**src/rtl/core/assert_macros.svh**
```systemverilog
// Assertion helpers shared by the RTL.
`ifndef ASSERT_MACROS_SVH
`define ASSERT_MACROS_SVH

// Property that must hold on every rising clock edge outside reset.
`define SRR_ASSERT(label, clk, rst_n, prop) \
    label: assert property (@(posedge clk) disable iff (!rst_n) (prop)) \
        else $error("assertion %m failed");

// Same-cycle implication.
`define SRR_ASSERT_IMPL(label, clk, rst_n, ante, cons) \
    label: assert property (@(posedge clk) disable iff (!rst_n) (ante) |-> (cons)) \
        else $error("assertion %m failed");

// Next-cycle implication.
`define SRR_ASSERT_NEXT(label, clk, rst_n, ante, cons) \
    label: assert property (@(posedge clk) disable iff (!rst_n) (ante) |=> (cons)) \
        else $error("assertion %m failed");

`endif

```
**src/rtl/core/srr_pkg.sv**
```systemverilog
package srr_pkg;

    // Default configuration
    localparam int unsigned WINDOW_DEF       = 8;
    localparam int unsigned SLOTS_DEF        = 8;
    localparam int unsigned SEQ_BITS_DEF     = 16;
    localparam int unsigned PAYLOAD_BITS_DEF = 32;

    // Stream field widths
    localparam int unsigned SEQ_FIELD_W = 16;
    localparam int unsigned PAY_FIELD_W = 32;
    localparam int unsigned S_TDATA_W   = 48;
    localparam int unsigned M_TDATA_W   = 48;

    typedef enum logic {
        ST_IDLE,
        ST_SCAN
    } t_state;

    typedef enum logic {
        KIND_DELIVER = 1'b0,
        KIND_ACK     = 1'b1
    } t_kind;

endpackage

```
**src/rtl/core/srr_slot_mem.sv**
```systemverilog
module srr_slot_mem #(
    parameter int unsigned DEPTH  = srr_pkg::SLOTS_DEF,
    parameter int unsigned DATA_W = srr_pkg::PAYLOAD_BITS_DEF,
    localparam int unsigned ADDR_W = (DEPTH > 1) ? $clog2(DEPTH) : 1
) (
    input  logic              i_clk,
    input  logic              i_wr_en,
    input  logic [ADDR_W-1:0] i_wr_addr,
    input  logic [DATA_W-1:0] i_wr_data,
    input  logic [ADDR_W-1:0] i_rd_addr,
    output logic [DATA_W-1:0] o_rd_data
);
    import srr_pkg::*;

    logic [DATA_W-1:0] r_mem [DEPTH];
    logic [DATA_W-1:0] r_rd_data;

    // Write port
    always_ff @(posedge i_clk) begin
        if (i_wr_en) begin
            r_mem[i_wr_addr] <= i_wr_data;
        end
    end

    // Registered read, new data forwarded on a same-address write
    always_ff @(posedge i_clk) begin
        if (i_wr_en && (i_wr_addr == i_rd_addr)) begin
            r_rd_data <= i_wr_data;
        end else begin
            r_rd_data <= r_mem[i_rd_addr];
        end
    end

    assign o_rd_data = r_rd_data;

endmodule

```
**src/rtl/core/selective_repeat_receiver.sv**
```systemverilog
// Selective-repeat ARQ receiver.
// Slave stream: one arriving packet per transfer. tuser carries the checksum-good
// flag, tdata the sequence number and one payload word. Master stream: results,
// tuser = 0 for an in-order payload delivered upward, 1 for an acknowledgement;
// tlast marks the final result of a packet (always the acknowledgement).
// Bad-checksum packets and packets outside both the current and the previous
// window are dropped and give no result.
// Sequence: a packet is taken, then each of its D released payloads (0..WINDOW)
// is delivered in order and the acknowledgement comes last. One packet is in work
// at a time; tready returns as the acknowledgement is loaded into the output
// register. The sweep runs at one slot per cycle while the output register is free,
// set by the single read port of the payload memory. After the accepting edge the
// receiver enters its scan state, from which the first result is registered.
// A single output register decouples the master side: a finished result waits
// there while the next packet is taken; a stalled master holds the sweep.
// Reset (synchronous, active low) zeroes the window base and clears all slot
// valid bits at once; no clearing pass. Payload memory is not reset.
module selective_repeat_receiver #(
    parameter int unsigned WINDOW       = srr_pkg::WINDOW_DEF,
    parameter int unsigned SLOTS        = srr_pkg::SLOTS_DEF,
    parameter int unsigned SEQ_BITS     = srr_pkg::SEQ_BITS_DEF,
    parameter int unsigned PAYLOAD_BITS = srr_pkg::PAYLOAD_BITS_DEF
) (
    input  logic                          i_clk,
    input  logic                          i_rst_n,
    input  logic                          i_s_axis_tvalid,
    output logic                          o_s_axis_tready,
    input  logic [srr_pkg::S_TDATA_W-1:0] i_s_axis_tdata,  // seq_num, payload_word
    input  logic                          i_s_axis_tuser,  // checksum_ok
    output logic                          o_m_axis_tvalid,
    input  logic                          i_m_axis_tready,
    output logic [srr_pkg::M_TDATA_W-1:0] o_m_axis_tdata,  // delivered_payload, ack_num
    output logic                          o_m_axis_tuser,  // result_kind
    output logic                          o_m_axis_tlast   // last
);
    import srr_pkg::*;
    `include "assert_macros.svh"

    localparam int unsigned SLOT_W    = (SLOTS > 1) ? $clog2(SLOTS) : 1;
    localparam int unsigned CNT_W     = $clog2(WINDOW + 1);
    localparam int unsigned TAB_DEPTH = 128;
    localparam int unsigned TAB_W     = 7;

    // Residue table: small index value -> slot number
    typedef logic [TAB_DEPTH-1:0][SLOT_W-1:0] t_mod_tab;

    function automatic t_mod_tab f_mod_tab();
        t_mod_tab tab;
        for (int i = 0; i < TAB_DEPTH; i++) begin
            tab[i] = SLOT_W'(i % SLOTS);
        end
        return tab;
    endfunction

    localparam t_mod_tab MOD_TAB = f_mod_tab();

    t_state                  r_state, n_state;
    logic [SEQ_BITS-1:0]     r_base, n_base;
    logic [SLOT_W-1:0]       r_bs, n_bs;
    logic [SLOTS-1:0]        r_valid, n_valid;
    logic [CNT_W-1:0]        r_cnt, n_cnt;
    logic [SEQ_BITS-1:0]     r_ack_seq, n_ack_seq;
    logic                    r_out_valid, n_out_valid;
    t_kind                   r_out_kind, n_out_kind;
    logic                    r_out_last, n_out_last;
    logic [PAY_FIELD_W-1:0]  r_out_pay, n_out_pay;
    logic [SEQ_FIELD_W-1:0]  r_out_ack, n_out_ack;

    logic [63:0]             w_seq_in_wide;
    logic [63:0]             w_seq_wide;
    logic [63:0]             w_pay_wide;
    logic [63:0]             w_ahead_wide;
    logic [63:0]             w_rd_wide;
    logic [63:0]             w_ack_wide;
    logic [SEQ_BITS-1:0]     w_seq;
    logic [SEQ_BITS-1:0]     w_ahead;
    logic [SEQ_BITS-1:0]     w_behind;
    logic [PAYLOAD_BITS-1:0] w_pay;
    logic [PAYLOAD_BITS-1:0] w_rd_data;
    logic                    w_current;
    logic                    w_previous;
    logic                    w_wrap;
    logic [TAB_W-1:0]        w_tab_idx;
    logic [SLOT_W-1:0]       w_wr_slot;
    logic                    w_accept;
    logic                    w_take;
    logic                    w_store;
    logic                    w_out_free;
    logic                    w_can_deliver;
    logic                    w_deliver;
    logic                    w_ack;
    logic                    w_base_max;

    // Payload buffer
    srr_slot_mem #(
        .DEPTH  (SLOTS),
        .DATA_W (PAYLOAD_BITS)
    ) u_slot_mem (
        .i_clk     (i_clk),
        .i_wr_en   (w_store),
        .i_wr_addr (w_wr_slot),
        .i_wr_data (w_pay),
        .i_rd_addr (n_bs),
        .o_rd_data (w_rd_data)
    );

    // Input field unpacking
    assign w_seq_in_wide = 64'(i_s_axis_tdata[SEQ_FIELD_W-1:0]);
    assign w_seq         = w_seq_in_wide[SEQ_BITS-1:0];
    assign w_seq_wide    = 64'(w_seq);
    assign w_pay_wide    = 64'(i_s_axis_tdata[SEQ_FIELD_W +: PAY_FIELD_W]);
    assign w_pay         = w_pay_wide[PAYLOAD_BITS-1:0];

    // Window classification, serial distance against the base
    assign w_ahead    = w_seq - r_base;
    assign w_behind   = r_base - w_seq;
    assign w_current  = w_ahead < SEQ_BITS'(WINDOW);
    assign w_previous = (w_behind != '0) && (w_behind <= SEQ_BITS'(WINDOW));

    // Slot of the arriving packet: base slot plus distance, or the small
    // wrapped sequence number itself when the window crosses zero
    assign w_wrap       = w_seq < r_base;
    assign w_ahead_wide = 64'(w_ahead);
    assign w_tab_idx    = w_wrap ? w_seq_wide[TAB_W-1:0]
                                 : (TAB_W'(r_bs) + TAB_W'(w_ahead_wide[5:0]));
    assign w_wr_slot    = MOD_TAB[w_tab_idx];

    assign w_accept = i_s_axis_tvalid && o_s_axis_tready;
    assign w_take   = w_accept && i_s_axis_tuser && (w_current || w_previous);
    assign w_store  = w_accept && i_s_axis_tuser && w_current;

    // Sweep control
    assign w_out_free    = !r_out_valid || i_m_axis_tready;
    assign w_can_deliver = r_valid[r_bs] && (r_cnt < CNT_W'(WINDOW));
    assign w_deliver     = (r_state == ST_SCAN) && w_can_deliver && w_out_free;
    assign w_ack         = (r_state == ST_SCAN) && !w_can_deliver && w_out_free;
    assign w_base_max    = (r_base == '1);

    // Next state
    always_comb begin
        n_state = r_state;
        unique case (r_state)
            ST_IDLE: begin
                if (w_take) begin
                    n_state = ST_SCAN;
                end
            end
            ST_SCAN: begin
                if (w_ack) begin
                    n_state = ST_IDLE;
                end
            end
            default: n_state = ST_IDLE;
        endcase
    end

    // State outputs
    always_comb begin
        o_s_axis_tready = 1'b0;
        unique case (r_state)
            ST_IDLE: o_s_axis_tready = 1'b1;
            ST_SCAN: o_s_axis_tready = 1'b0;
            default: o_s_axis_tready = 1'b0;
        endcase
    end

    // Window state update
    always_comb begin
        n_base    = r_base;
        n_bs      = r_bs;
        n_valid   = r_valid;
        n_cnt     = r_cnt;
        n_ack_seq = r_ack_seq;
        if (w_store) begin
            n_valid[w_wr_slot] = 1'b1;
        end
        if (w_accept) begin
            n_ack_seq = w_seq;
            // previous-window packet: counter starts saturated, no sweep
            n_cnt     = w_current ? '0 : CNT_W'(WINDOW);
        end
        if (w_deliver) begin
            n_valid[r_bs] = 1'b0;
            n_base        = r_base + SEQ_BITS'(1);
            n_bs          = (w_base_max || (r_bs == SLOT_W'(SLOTS - 1)))
                            ? '0 : (r_bs + SLOT_W'(1));
            n_cnt         = r_cnt + CNT_W'(1);
        end
    end

    // Result register
    assign w_rd_wide  = 64'(w_rd_data);
    assign w_ack_wide = 64'(r_ack_seq);

    always_comb begin
        n_out_valid = r_out_valid && !i_m_axis_tready;
        n_out_kind  = r_out_kind;
        n_out_last  = r_out_last;
        n_out_pay   = r_out_pay;
        n_out_ack   = r_out_ack;
        if (w_deliver) begin
            n_out_valid = 1'b1;
            n_out_kind  = KIND_DELIVER;
            n_out_last  = 1'b0;
            n_out_pay   = w_rd_wide[PAY_FIELD_W-1:0];
            n_out_ack   = '0;
        end else if (w_ack) begin
            n_out_valid = 1'b1;
            n_out_kind  = KIND_ACK;
            n_out_last  = 1'b1;
            n_out_pay   = '0;
            n_out_ack   = w_ack_wide[SEQ_FIELD_W-1:0];
        end
    end

    // Control registers
    always_ff @(posedge i_clk) begin
        if (!i_rst_n) begin
            r_state     <= ST_IDLE;
            r_base      <= '0;
            r_bs        <= '0;
            r_valid     <= '0;
            r_cnt       <= '0;
            r_out_valid <= 1'b0;
        end else begin
            r_state     <= n_state;
            r_base      <= n_base;
            r_bs        <= n_bs;
            r_valid     <= n_valid;
            r_cnt       <= n_cnt;
            r_out_valid <= n_out_valid;
        end
    end

    // Data registers
    always_ff @(posedge i_clk) begin
        r_ack_seq  <= n_ack_seq;
        r_out_kind <= n_out_kind;
        r_out_last <= n_out_last;
        r_out_pay  <= n_out_pay;
        r_out_ack  <= n_out_ack;
    end

    assign o_m_axis_tvalid = r_out_valid;
    assign o_m_axis_tdata  = {r_out_ack, r_out_pay};
    assign o_m_axis_tuser  = r_out_kind;
    assign o_m_axis_tlast  = r_out_last;

    // Checks
    `SRR_ASSERT(a_cnt_bound, i_clk, i_rst_n, r_cnt <= CNT_W'(WINDOW))
    `SRR_ASSERT_IMPL(a_base_moves_on_delivery, i_clk, i_rst_n, !$stable(r_base), $past(w_deliver))
    `SRR_ASSERT_NEXT(a_delivered_slot_freed, i_clk, i_rst_n, w_deliver, !r_valid[$past(r_bs)])

endmodule

```
**config.mk**
```make
export PLATFORM = sky130hd
export DESIGN_NAME = selective_repeat_receiver
export DESIGN_NICKNAME = d
export VERILOG_FILES = /design/src/rtl/core/srr_pkg.sv /design/src/rtl/core/srr_slot_mem.sv /design/src/rtl/core/selective_repeat_receiver.sv
export VERILOG_INCLUDE_DIRS = /design/src /design/src/rtl/core
export SDC_FILE = /design/constraint.sdc
export NUM_CORES = 1
export LEC_CHECK = 0
export CORE_MARGIN = 1.5
export CORE_UTILIZATION = 51
export DETAILED_ROUTE_END_ITERATION = 8
export DONT_BUFFER_PORTS = 1
export PLACE_DENSITY_LB_ADDON = 0.05
export SYNTH_ARGS = -nofsm -noshare
export SYNTH_HDL_FRONTEND = slang
export SYNTH_SLANG_ARGS = --single-unit
export TNS_END_PERCENT = 10
```
**constraint.sdc**
```tcl
create_clock -name i_clk -period 5.45 [get_ports i_clk]
set_clock_uncertainty 0.05 [all_clocks]
set_input_delay 1.09 -clock i_clk [delete_from_list [all_inputs] [get_ports i_clk]]
set_output_delay 1.09 -clock i_clk [all_outputs]
set_load 0.02 [all_outputs]
```
**Yosys cells after proc, flatten, opt, wreduce, memory -nomap -nowiden**

Memories as Yosys holds them, arrays and structs flattened. A register that Yosys moved wholly into a read port is not among the register bits.
Cells that the tools add are included.

- Memory bits (writable): 256
- Memories kept: 2
- Output and inout bits: 52
- Logic and storage cells: 80
- Bits in registers: 98
- ROM bits: 384

- Magnitude comparators: 9
- Equality and inequality tests: 2
- Muxes and demuxes: 25
- Bitwise gates (word level): 4
- Add/subtract/negate cells: 6
- Reductions and logical operators: 22

Memory list:

| name | depth | width | rd ports | clocked after Yosys merged registers in | write ports | RTL line | source |
|---|---|---|---|---|---|---|---|
| (no name shown) | 128 | 3 | 1 | 0 | 0 | selective_repeat_receiver.sv:126 | `assign w_wr_slot = MOD_TAB[w_tab_idx];` |
| u_slot_mem.r_mem | 8 | 32 | 1 | 1 | 1 | srr_slot_mem.sv:15 | `logic [DATA_W-1:0] r_mem [DEPTH];` |

Operator list:

| operator | number |
|---|---|
| 32-bit two-way mux | 2 |
| 16-bit subtractor | 2 |
| 16-bit by 1-bit adder with 16-bit output (second input constant) | 1 |
| 16-bit == test (second input constant) | 1 |
| 16-bit by 4-bit <= comparator with 1-bit output (second input constant) | 1 |
| 16-bit < comparator | 1 |
| 16-bit by 4-bit < comparator with 1-bit output (second input constant) | 1 |
| 8-bit two-way mux | 2 |
| 16-bit nonzero test | 1 |
| 1-bit logical AND | 13 |
| 4-bit two-way mux | 3 |
| 1-bit two-way mux | 9 |
| 3-bit two-way mux | 3 |
| 8-bit AND | 1 |
| 3-bit by 4-bit < comparator with 1-bit output (second input constant) | 2 |
| 7-bit by 8-bit < comparator with 1-bit output (second input constant) | 1 |
| 8-bit NOT | 1 |
| 8-bit OR | 1 |
| 3-bit by 6-bit adder with 7-bit output | 1 |
| 7-bit two-way mux | 1 |
| 1-bit demux with 3-bit select | 2 |
| 3-bit by 1-bit >= comparator with 1-bit output (second input constant) | 2 |
| 4-bit by 1-bit adder with 4-bit output (second input constant) | 1 |
| 4-bit < comparator (second input constant) | 1 |
| 8 further kinds | 14 |

**Depth between registers and ports, before layout**

- Depth in word-level cells: 13
- Depth in mapped cells: 13
- Mapped depth without buffers: 13

**Modules after synthesis**

A second synthesis with hierarchy kept.

- Cells, all modules: 1012
- Area, all modules: 15677.5 um2

Modules (own cells, without submodules):

| module | instances | area an instance (um2) | cells an instance |
|---|---|---|---|
| srr_slot_mem | 1 | 9885.7 | 386 |
| selective_repeat_receiver | 1 | 5791.8 | 626 |

**Worst setup path after synthesis**

Ideal clock, no wire load.

- Path type: in2reg
- Start: in i_s_axis_tdata[0] (netlist bit)
- End: mem u_slot_mem.r_mem[4][0] (netlist bit) (enable)
- Setup slack: 0.942 ns
- Path buffers: 0
- Stages on the path: 12
- Data required time: 5.008 ns
- Data arrival time: 4.066 ns
- Setup time: 0.392 ns
- Cells stage by stage: inv_1 > ha_1 > inv_1 > fa_1 > a21o_1 > o2bb2ai_1 > nor2_1 > nor4bb_1 > o41ai_1 > nor4_4 > and2_4 > and3_1

- Cells in the longest elaborated chain, start to end: 5

RTL lines:

| what | RTL line | source |
|---|---|---|
| start: declaration | selective_repeat_receiver.sv:28 | `input logic [srr_pkg::S_TDATA_W-1:0] i_s_axis_tdata,` |
| 16-bit subtractor | selective_repeat_receiver.sv:115 | `assign w_ahead = w_seq - r_base;` |
| 3-bit by 6-bit adder with 7-bit output / 16-bit by 4-bit < comparator with 1-bit output (equally long branches) | selective_repeat_receiver.sv:125, selective_repeat_receiver.sv:117 |  |
| 7-bit two-way mux / 1-bit logical AND (equally long branches) | selective_repeat_receiver.sv:124, selective_repeat_receiver.sv:130 |  |
| memory read 128 x 3 bit / 1-bit two-way mux (equally long branches) | n/a |  |
| 3-bit two-way mux (implied by the code) / 1-bit two-way mux (equally long branches) | selective_repeat_receiver.sv:126, srr_slot_mem.sv:21 |  |
| end: declaration | srr_slot_mem.sv:15 |  |

Several ways; a longest one is shown, not always the timed one. The select of a mux whose other input is x is not followed.

**Worst setup path in the final report**

- Start: in i_s_axis_tdata[0] (netlist bit)
- End: mem u_slot_mem.r_mem[6][29] (netlist bit) (enable)

Same word-level chain as after synthesis.

==> flow_metrics.py <==
metrics = {
    "power": {
        "p_leak_nw": 5.59,
        "p_int_w": 0.00448,
        "seqPwrFrac_pct": 53.4,
        "p_clk_share_pct": 44.1,
        "switchingPower_w": 0.00116,
        "comb_power_share_pct": 2.5,
        "switching_share_pct": 20.6,
        "pwr_density_cell_mw_per_mm2": 331,
        "ir_drop_uv": 249,
    },
    "worst_setup_path": {
        "crit_fanout": 16,
        "worstPathArrival_ns": 4.36,
        "cp-start-kind": "input pin",
        "required_ns": 5.63,
        "end_kind": "flop",
        "crit_type": "input pin to flop",
        "r2r_cells": 12,
    },
    "final_layout": {
        "antenna_cells": 0,
        "layout_commonest_cell": "edfxtp_1",
        "final_cell_mix": "edfxtp_1, nor2_1, mux4_2",
        "drive_gt1_share_pct": 15.6,
        "syn2layout_area_growth_pct": 11.4,
        "nNetsFinal": 1117,
    },
    "timing": {
        "maxClockFrequency_mhz": 240,
        "final_max_slew_viol_count": 0,
        "hold_viol": 0,
        "fin_setup_tns_ns": 0,
        "setup_viol": 0,
        "relSlewSlack_pct": 34.1,
        "whs_ns": 0.410,
        "rsz0062_at_grt": "false",
        "tightest_slew_ns": 0.989,
        "post-route-min-period_ns": 4.17,
        "period_share_pct": 76.5,
    },
    "global_route": {
        "grt_usage_pct": 21.7,
        "overflow": 0,
        "grt_antenna_before_repair": 0,
        "grt_first_pass_wirelength_mm": 50.4,
        "first_global_vias": 8699,
        "grt_max_degree": 50,
    },
    "floorplanning": {
        "design.die.area_mm2": 0.0310,
        "pin_count": 105,
        "rows": 63,
        "die_y_um": 176,
        "initial_core_util_pct": 51.7,
        "fp.dieW_um": 176,
        "core-area_mm2": 0.0296,
    },
    "synthesis": {
        "syn_nets": 1100,
        "syn_inst": 1009,
        "syn_area_mm2": 0.0153,
        "ys_types": 65,
        "synth_edf_count": 304,
        "ys_seq_area_share_pct": 66.6,
        "synth_ff_type": "edfxtp_1",
        "syn_area_per_cell_um2": 15.2,
        "async_flop_share_pct": 0,
        "ys_ff_latch": 357,
        "ys.warnings.count": 0,
    },
    "route": {
        "vias": 8353,
        "viasPerCell": 5.77,
        "drc_errors": 0,
        "dr.pass1.iters": 5,
        "wire_per_inst_um": 22.7,
        "ant_nets": 0,
        "drt_iter0_markers": 558,
        "drt_wl_total_mm": 32.8,
    },
    "placement": {
        "io_buffers": 0,
        "gp_congestion": 0.867,
        "hpwl_mm": 21.1,
    },
    "cts": {
        "cts_root_buffer": "clkbuf_16",
        "numCtsBuffers": 39,
        "cts-hold-fix-buffers": 0,
        "clock_sinks": 357,
        "cts_tree": "done",
        "htreeDepth": 2,
        "clk_latency_ns": 0.53,
        "cts_resized": 0,
        "clockBufferDepth": 3,
        "clk_pin_slew_ns": 0.06,
        "postCtsSetupRepairBufs": 0,
    },
    "run_status": {
        "outcome": "finished clean",
    },
    "min_path": {
        "worstHoldPathCells": 2,
        "hp-class": "flop to flop",
    },
    "run": {
        "max_cap_viol_count": 0,
    },
}
[per-stage QoR]
step	util (%)	setup slack [ns]	power, W	cells	area [µm²]
floorplan	-	0.942	0.00317	1009	15300
global placement	53.5	0.818	0.00321	1375	15800
detailed placement	53.5	0.763	0.00321	1375	15800
CTS	57.7	1.30	0.00570	1447	17000
global route	57.7	0.976	0.00583	1447	17000
finish	57.7	1.28	0.00564	1447	17000
[Yosys cell counts (all sizes together) (2+ instances only)]
cell     count  area share, %
a21o         6           0.29
o211ai       2          0.098
and3        14           0.57
buf         27           0.83
or3          2          0.082
or2          2          0.082
clkbuf      18           0.44
mux2         4           0.29
a311o        2           0.13
and2        10           0.43
inv         54            1.3
nand4        7           0.29
fa           2           0.26
a211oi       9           0.47
a22o         2           0.11
xnor2       24            1.4
mux4        66            9.7
ha          36            2.9
a31oi        7           0.29
o21ai       35            1.1
a211o        2           0.11
mux2i       39            2.6
edfxtp     304             60
nand3b       3           0.15
a21oi       41            1.4
nand3       17           0.59
nand2       60            1.5
o2111ai      3           0.17
dfxtp       53            6.9
o21bai       2          0.098
nor4         2           0.18
nand2b       7           0.29
o41ai        2           0.16
xor2         8           0.46
o221ai       8           0.46
and4         2           0.11
nor2        82            2.0
o22ai        3           0.12
or4          2          0.098
nor3        14           0.46
o31ai        6           0.29
nor2b        8           0.33
[cell type report]
type | count | area [µm²]
clock buffer | 55 | 1050
clock inverter | 17 | 170
fill | 2400 | 12500
inverter | 55 | 206
multi-input combinational | 552 | 4720
sequential | 357 | 10200
tap | 390 | 488
timing repair buffer | 21 | 220
[registers in the layout, summed over array words and instances, names as in the netlist, named ones only]
register / flops
u_slot_mem.r_mem: 256
r_out_ack: 16
r_ack_seq: 16
o_m_axis_tlast: 1
o_m_axis_tvalid: 1
r_base: 16
r_valid: 8
r_bs: 3
r_cnt: 4
r_state: 1
r_out_pay: 32
[cell families after synthesis]
kind of cell | after synthesis | synth area share, %
multiplexers | 109 | 12.6
AND/OR/NAND/NOR | 234 | 7.27
AO/OA/AOI/OAI | 139 | 5.88
flip-flops | 357 | 66.6
XOR/XNOR | 32 | 1.83
buffers and inverters | 100 | 2.63
adder cells (fa/ha/maj) | 38 | 3.21
[worst paths after layout]
| kind | from | endpoint | slack, ns |
|---|---|---|---|
| worst max-delay path | i_s_axis_tdata[0] | u_slot_mem.r_mem[6][29] | 1.28 |
| worst max register to register | r_base[0] | u_slot_mem.r_mem[6][29] | 1.42 |
| worst min-delay path | r_valid[2] | r_valid[2] | 0.41 |
| worst min register to register | r_valid[2] | r_valid[2] | 0.41 |
[per-layer routing]
metal | up-vias | global-route usage, % | part of all wire, %
met5 | - | 0 | 0
met1 | 4211 | 28.6 | 43
li1 | 3877 | - | -
met2 | 217 | 36.5 | 49
met3 | 48 | 4.37 | 5.8
met4 | 0 | 6.87 | 2.4
[power groups by stage]
stage | Combinational [W] | Sequential [W] | Clock, W
2_1_floorplan | 0.000112 | 0.00306 | 0
3_3_place_gp | 0.000141 | 0.00307 | 0
3_5_place_dp | 0.000141 | 0.00307 | 0
4_1_cts | 0.000142 | 0.00301 | 0.00255
5_1_grt | 0.000158 | 0.00301 | 0.00266
6_report | 0.000144 | 0.00301 | 0.00249
[worst max-delay path: stages]
cell and delay, ns:
inv_1 0.03, ha_1 0.15, inv_1 0.05, fa_1 0.41
a21o_1 0.22, o2bb2ai_1 0.23, nor2_1 0.26, nor4bb_1 0.26
o41ai_1 0.14, nor4_4 0.45, and2_4 0.26, and3_2 0.50
buf_4 0.29
Note: power is estimated with default switching activity, not from simulation.
